===== src/rtl/core/vec3_fixed_alu_top_defines.svh =====
// Assertion macros for the vector ALU RTL.
// Expect clk and rst_n in scope at each use.
`ifndef VEC3_FIXED_ALU_TOP_DEFINES_SVH
`define VEC3_FIXED_ALU_TOP_DEFINES_SVH

// Condition must hold at every clock edge outside reset.
`define VFA_ASSERT_ALWAYS(lbl, cond, msg) \
    lbl: assert property (@(posedge clk) disable iff (!rst_n) (cond)) else $error(msg);

// Consequent must hold in the cycle after the antecedent.
`define VFA_ASSERT_NEXT(lbl, ante, cons, msg) \
    lbl: assert property (@(posedge clk) disable iff (!rst_n) (ante) |=> (cons)) \
        else $error(msg);

`endif


===== src/rtl/core/vfa_pkg.sv =====
// Package for the vector ALU: widths, opcode type, queue and pipeline records,
// saturation and rounding helpers. No dependencies.
`timescale 1ns / 1ps

package vfa_pkg;

    localparam int FRAC_BITS = 16;
    localparam int DATA_W    = 32;
    localparam int PROD_W    = 2 * DATA_W;
    localparam int SAT_W     = PROD_W + 4;
    localparam int SQ_W      = PROD_W;
    localparam int ROOT_W    = SQ_W / 2;
    localparam int REM_W     = ROOT_W + 4;
    localparam int LEN_W     = ROOT_W + 1;
    localparam int DVS_W     = LEN_W;
    localparam int NUM_W     = DATA_W + FRAC_BITS + 1;
    localparam int ROUND_W   = DATA_W + 2;
    localparam int IN_W      = 7 * DATA_W;
    localparam int OUT_W     = 4 * DATA_W;
    localparam int OP_W      = 3;
    localparam int QDEPTH    = 4;
    localparam int QPTR_W    = $clog2(QDEPTH);
    localparam int QCNT_W    = QPTR_W + 1;

    localparam logic [DATA_W-1:0] WMAX = {1'b0, {(DATA_W-1){1'b1}}};
    localparam logic [DATA_W-1:0] WMIN = {1'b1, {(DATA_W-1){1'b0}}};
    localparam logic signed [SAT_W-1:0] HALF_S = SAT_W'(1) <<< (FRAC_BITS - 1);
    localparam logic [ROUND_W-1:0] HALF_R = ROUND_W'(1) << (FRAC_BITS - 1);
    localparam logic [ROUND_W-1:0] MASK_R = (ROUND_W'(1) << FRAC_BITS) - 1'b1;
    localparam logic [DATA_W-1:0] RXY_MAX = WMAX & ~MASK_R[DATA_W-1:0];

    typedef enum logic [OP_W-1:0] {
        OP_ADD, OP_SUB, OP_SCALE, OP_DIV, OP_DOT, OP_LEN, OP_NORM, OP_RXY
    } op_t;

    typedef struct packed {
        op_t                     op;
        logic [2:0][DATA_W-1:0]  a;
        logic [2:0][DATA_W-1:0]  b;
        logic [DATA_W-1:0]       s;
        logic [2:0][PROD_W-1:0]  p;
    } q_entry_t;

    typedef struct packed {
        op_t                     op;
        logic [2:0][DATA_W-1:0]  r;
        logic [DATA_W-1:0]       sc;
        logic                    flag;
        logic [2:0]              a_neg;
        logic [2:0][DATA_W-1:0]  a_mag;
        logic                    s_neg;
        logic [DATA_W-1:0]       s_mag;
        logic                    s_zero;
        logic                    sq_zero;
    } meta_t;

    typedef struct packed {
        logic [DATA_W-1:0] val;
        logic              ovf;
    } sat_t;

    function automatic sat_t sat_word(input logic signed [SAT_W-1:0] v);
        sat_t res;
        res.ovf = !((&v[SAT_W-1:DATA_W-1]) || !(|v[SAT_W-1:DATA_W-1]));
        res.val = res.ovf ? (v[SAT_W-1] ? WMIN : WMAX) : v[DATA_W-1:0];
        return res;
    endfunction

    // Round to nearest integer, ties away from zero; clamp positive overflow.
    function automatic sat_t round_xy(input logic [DATA_W-1:0] v);
        logic [DATA_W:0]    m;
        logic [ROUND_W-1:0] t;
        logic [ROUND_W-1:0] r;
        logic [ROUND_W-1:0] rn;
        sat_t               res;
        m  = v[DATA_W-1] ? ({1'b0, ~v} + 1'b1) : {1'b0, v};
        t  = {1'b0, m} + HALF_R;
        r  = t & ~MASK_R;
        rn = ROUND_W'(0) - r;
        res.ovf = 1'b0;
        if (v[DATA_W-1]) begin
            res.val = rn[DATA_W-1:0];
        end else if (r > ROUND_W'(WMAX)) begin
            res.ovf = 1'b1;
            res.val = RXY_MAX;
        end else begin
            res.val = r[DATA_W-1:0];
        end
        return res;
    endfunction

endpackage


===== src/rtl/core/vfa_queue.sv =====
// Short queue between the front end and the execute pipeline.
// Depends on vfa_pkg and the assertion macro header.
`timescale 1ns / 1ps
`include "vec3_fixed_alu_top_defines.svh"

module vfa_queue (
    input  logic              clk,
    input  logic              rst_n,
    input  logic              push,
    input  vfa_pkg::q_entry_t wr_entry,
    input  logic              pop,
    output vfa_pkg::q_entry_t head,
    output logic              full,
    output logic              empty
);
    import vfa_pkg::*;

    q_entry_t            mem_reg [QDEPTH];
    logic [QPTR_W-1:0]   wr_ptr_reg, wr_ptr_next;
    logic [QPTR_W-1:0]   rd_ptr_reg, rd_ptr_next;
    logic [QCNT_W-1:0]   count_reg, count_next;

    assign full  = (count_reg == QCNT_W'(QDEPTH));
    assign empty = (count_reg == '0);
    assign head  = mem_reg[rd_ptr_reg];

    always_comb
    begin
        wr_ptr_next = push ? wr_ptr_reg + 1'b1 : wr_ptr_reg;
        rd_ptr_next = pop  ? rd_ptr_reg + 1'b1 : rd_ptr_reg;
        count_next  = count_reg + QCNT_W'(push) - QCNT_W'(pop);
    end

    always_ff @(posedge clk or negedge rst_n)
    begin
        if (!rst_n)
        begin
            wr_ptr_reg <= '0;
            rd_ptr_reg <= '0;
            count_reg  <= '0;
        end
        else
        begin
            wr_ptr_reg <= wr_ptr_next;
            rd_ptr_reg <= rd_ptr_next;
            count_reg  <= count_next;
        end
    end

    always_ff @(posedge clk)
    begin
        if (push)
        begin
            mem_reg[wr_ptr_reg] <= wr_entry;
        end
    end

    `VFA_ASSERT_ALWAYS(a_count_bound, count_reg <= QCNT_W'(QDEPTH), "queue count over depth")
    `VFA_ASSERT_ALWAYS(a_ptr_gap, QPTR_W'(wr_ptr_reg - rd_ptr_reg) == count_reg[QPTR_W-1:0], "queue pointers disagree with count")
    `VFA_ASSERT_NEXT(a_push_fills, push && !pop, !empty, "queue empty after a push")
    `VFA_ASSERT_NEXT(a_pop_drains, pop && !push, count_reg == QCNT_W'($past(count_reg) - 1'b1), "queue count wrong after a pop")

endmodule


===== config.mk =====
export PLATFORM = sky130hd
export DESIGN_NAME = vfa_queue
export DESIGN_NICKNAME = d
export VERILOG_FILES = /design/src/rtl/core/vfa_pkg.sv /design/src/rtl/core/vfa_queue.sv
export VERILOG_INCLUDE_DIRS = /design/src /design/src/rtl/core
export SDC_FILE = /design/constraint.sdc
export NUM_CORES = 1
export LEC_CHECK = 0
export BUFFER_PORTS_ARGS = -buffer_cell sky130_fd_sc_hd__buf_4
export CAP_MARGIN = 20
export CORE_AREA = 2 2 329 331
export CTS_CLUSTER_SIZE = 28
export DETAILED_ROUTE_END_ITERATION = 10
export DIE_AREA = 0 0 331 333
export PLACE_DENSITY = 0.8
export SLEW_MARGIN = 10
export SYNTH_ARGS = -nofsm -noshare
export SYNTH_HDL_FRONTEND = slang
export SYNTH_SLANG_ARGS = --single-unit

===== constraint.sdc =====
create_clock -name clk -period 16.3 [get_ports clk]
set_input_delay 1.63 -clock clk [delete_from_list [all_inputs] [get_ports clk]]
set_output_delay 1.63 -clock clk [all_outputs]
set_load 0.02 [all_outputs]

==> flow_metrics.py <==
metrics = {
    "clock_network": {
        "cts_tree": "done",
        "htree_levels": 4,
        "cts.sinks": 1683,
        "path_clk_slew_ns": 0.06,
        "clockBufferDepth": 3,
        "cts_resized": 0,
        "insertion_delay_ns": 0.75,
        "root_buffer": "clkbuf_16",
        "post_cts_buffers": 0,
        "cts-buffers-inserted": 160,
        "ctsHoldBuffers": 0,
    },
    "setup_path": {
        "crit_start": "rd_ptr_reg[0]",
        "worstPathArrival_ns": 4.85,
        "critPathKind": "reg2out",
        "rr_endpoint": "mem_reg[2][125]",
        "r2r_start": "wr_ptr_reg[0]",
        "crit_path_end_kind": "output port",
        "critical_path.endpoint": "head[176]",
        "r2r_cells": 6,
        "r2r_setup_slack_ns": 11.68,
        "startpoint_type": "flop",
        "cp.required_ns": 14.67,
        "crit_fanout": 115,
    },
    "sta": {
        "grt_setup_unrepaired": "no",
        "max_freq_mhz": 154,
        "slew_headroom_pct": 11.3,
        "setup_viol": 0,
        "tightest_slew_ns": 1.33,
        "hold_viol": 0,
        "post-route-period-util_pct": 39.8,
        "tns_ns": 0,
        "fin_skew_ns": 0.0472,
        "slew_violations": 0,
        "fin_crit_ns": 6.48,
    },
    "floorplanning": {
        "start_util_pct": 57.3,
        "dieArea_um2": 110000,
        "die_h_um": 333,
        "coreArea_um2": 107000,
        "num_io_pins": 844,
        "rows": 120,
        "die_w_um": 331,
    },
    "final_layout": {
        "most-common-layout-cells": "edfxtp_1 (1676), buf_4 (857), mux4_2 (419)",
        "fill_cells": 5903,
        "nets": 3592,
        "seq_area_um2": 50500,
        "largest_reg_flops": 1676,
        "multi_input_area_um2": 9630,
        "utilization_pct": 69.4,
        "syn2layout_area_growth_pct": 21.2,
        "final_common_cell": "edfxtp_1",
        "drive_gt1_share_pct": 46.2,
    },
    "placed_design": {
        "numPortBuffers": 843,
        "gp_congestion": 0.798,
        "hpwlAfterDp_um": 84300,
    },
    "drt": {
        "avgRoutedWirePerCell_um": 30.2,
        "drt-total-wl_um": 143000,
        "via_per_inst": 6.00,
        "dr.pass1.iters": 5,
        "via_count": 28300,
        "antenna_left": 0,
        "drc": 0,
        "drt_iter0_drc": 2694,
    },
    "grt": {
        "grt_pass1_wl_um": 204000,
        "globalRouteOverflowTotal": 0,
        "track_usage_pct": 25.7,
        "grt_max_degree": 166,
        "antenna_found_initial": 38,
        "grt_pass1_vias": 30200,
    },
    "yosys": {
        "ys_seq_elements": 1683,
        "yosys-top-cells-area": "edfxtp_1 (82%), mux4_2 (15%), buf_8 (0.74%), buf_2 (0.34%), dfrtp_1 (0.29%)",
        "synth_cells": 2223,
        "synth_top_area_cell": "edfxtp_1",
        "synth_area_um2": 61000,
        "seq_area_frac_synth_pct": 82.7,
        "yosys_warnings": 0,
        "synth_top_area_share_pct": 82.5,
        "synth_cell_type_count": 19,
        "syn_avg_cell_area_um2": 27.5,
        "synth_nets": 2653,
    },
    "power_and_ir_drop": {
        "power.leakage_nw": 25.1,
        "vdd_drop_max_mv": 0.160,
        "power.density_nw_per_um2": 196,
    },
    "status": {
        "outcome": "finished clean",
    },
    "worst_hold_path": {
        "hold_class": "reg2reg",
    },
    "job": {
        "cap_viol_max_count": 0,
    },
}
## metal layers
| layer | global-route usage, % | routed length, um | share of wire (%) |
|---|---|---|---|
| met2 | 43.4 | 73900 | 52 |
| met1 | 30.1 | 47300 | 33 |
| met4 | 9.76 | 5180 | 3.6 |
| met3 | 9.71 | 15900 | 11 |
| met5 | 0 | 209 | 0.15 |
## area by class of cell
type,instances,area share (%)
Sequential cell,1683,68.3
Clock buffer,197,5.74
Clock inverter,96,1.37
Timing Repair Buffer,871,9.11
Antenna cell,26,0.0879
Inverter,6,0.0304
Tap cell,1403,2.37
Multi-Input combinational cell,440,13.0
## report_power, final
group	switching (W)	internal, W
Combinational	0.00282	0.00206
Sequential	0.000243	0.00567
Clock	0.00156	0.00216
Total	0.00462	0.00989
## how the worst min path moves through the flow
stage                             start             to  slack [ns]  depth (start not counted)
after global placement    wr_ptr_reg[0]  wr_ptr_reg[0]        0.51                          1
after global routing      wr_ptr_reg[0]  wr_ptr_reg[0]        0.57                          1
after CTS                 wr_ptr_reg[0]  wr_ptr_reg[0]        0.54                          1
after detailed placement  wr_ptr_reg[0]  wr_ptr_reg[0]        0.53                          1
after floorplan           wr_ptr_reg[0]  wr_ptr_reg[0]        0.49                          1
final                     wr_ptr_reg[0]  wr_ptr_reg[0]        0.54                          1
## cell usage after synthesis
master	instances
xor2_1	2
edfxtp_1	1676
nor3_1	1
and2_1	4
o21ai_0	1
buf_12	3
and3_1	1
buf_6	11
inv_1	6
buf_8	30
xnor2_1	3
fa_1	1
clkbuf_1	5
buf_2	42
ha_1	6
buf_4	3
dfrtp_1	7
mux4_2	419
nand2_1	2
## logic make-up after synthesis
family | Yosys count | synth area share (%)
xor+xnor | 5 | 0.0718
compound gates | 1 | 0.00819
buf+inv | 100 | 1.49
flops | 1683 | 82.7
fa+ha+maj | 7 | 0.156
simple gates | 8 | 0.0717
mux | 419 | 15.5
## through the flow
stage / power, W / setup slack, ns / hold WS, ns / cells / cell area, um2
after global routing: 0.0150 / 9.29 / 0.574 / 4714 / 74000
after detailed placement: 0.0108 / 10.24 / 0.525 / 4399 / 68600
final: 0.0145 / 9.82 / 0.536 / 4722 / 74000
after CTS: 0.0146 / 9.43 / 0.538 / 4692 / 73800
after floorplan: 0.00932 / 4.42 / 0.491 / 2223 / 61000
after global placement: 0.0107 / 10.34 / 0.506 / 4399 / 68600
## critical path: stages (launching register included)
cell and delay (ns):
dfrtp_4 0.76, buf_12 0.67, buf_4 0.56, buf_16 0.29, buf_4 0.74, mux4_2 0.63, buf_4 0.19
Note: power is estimated with default switching activity, not from simulation.
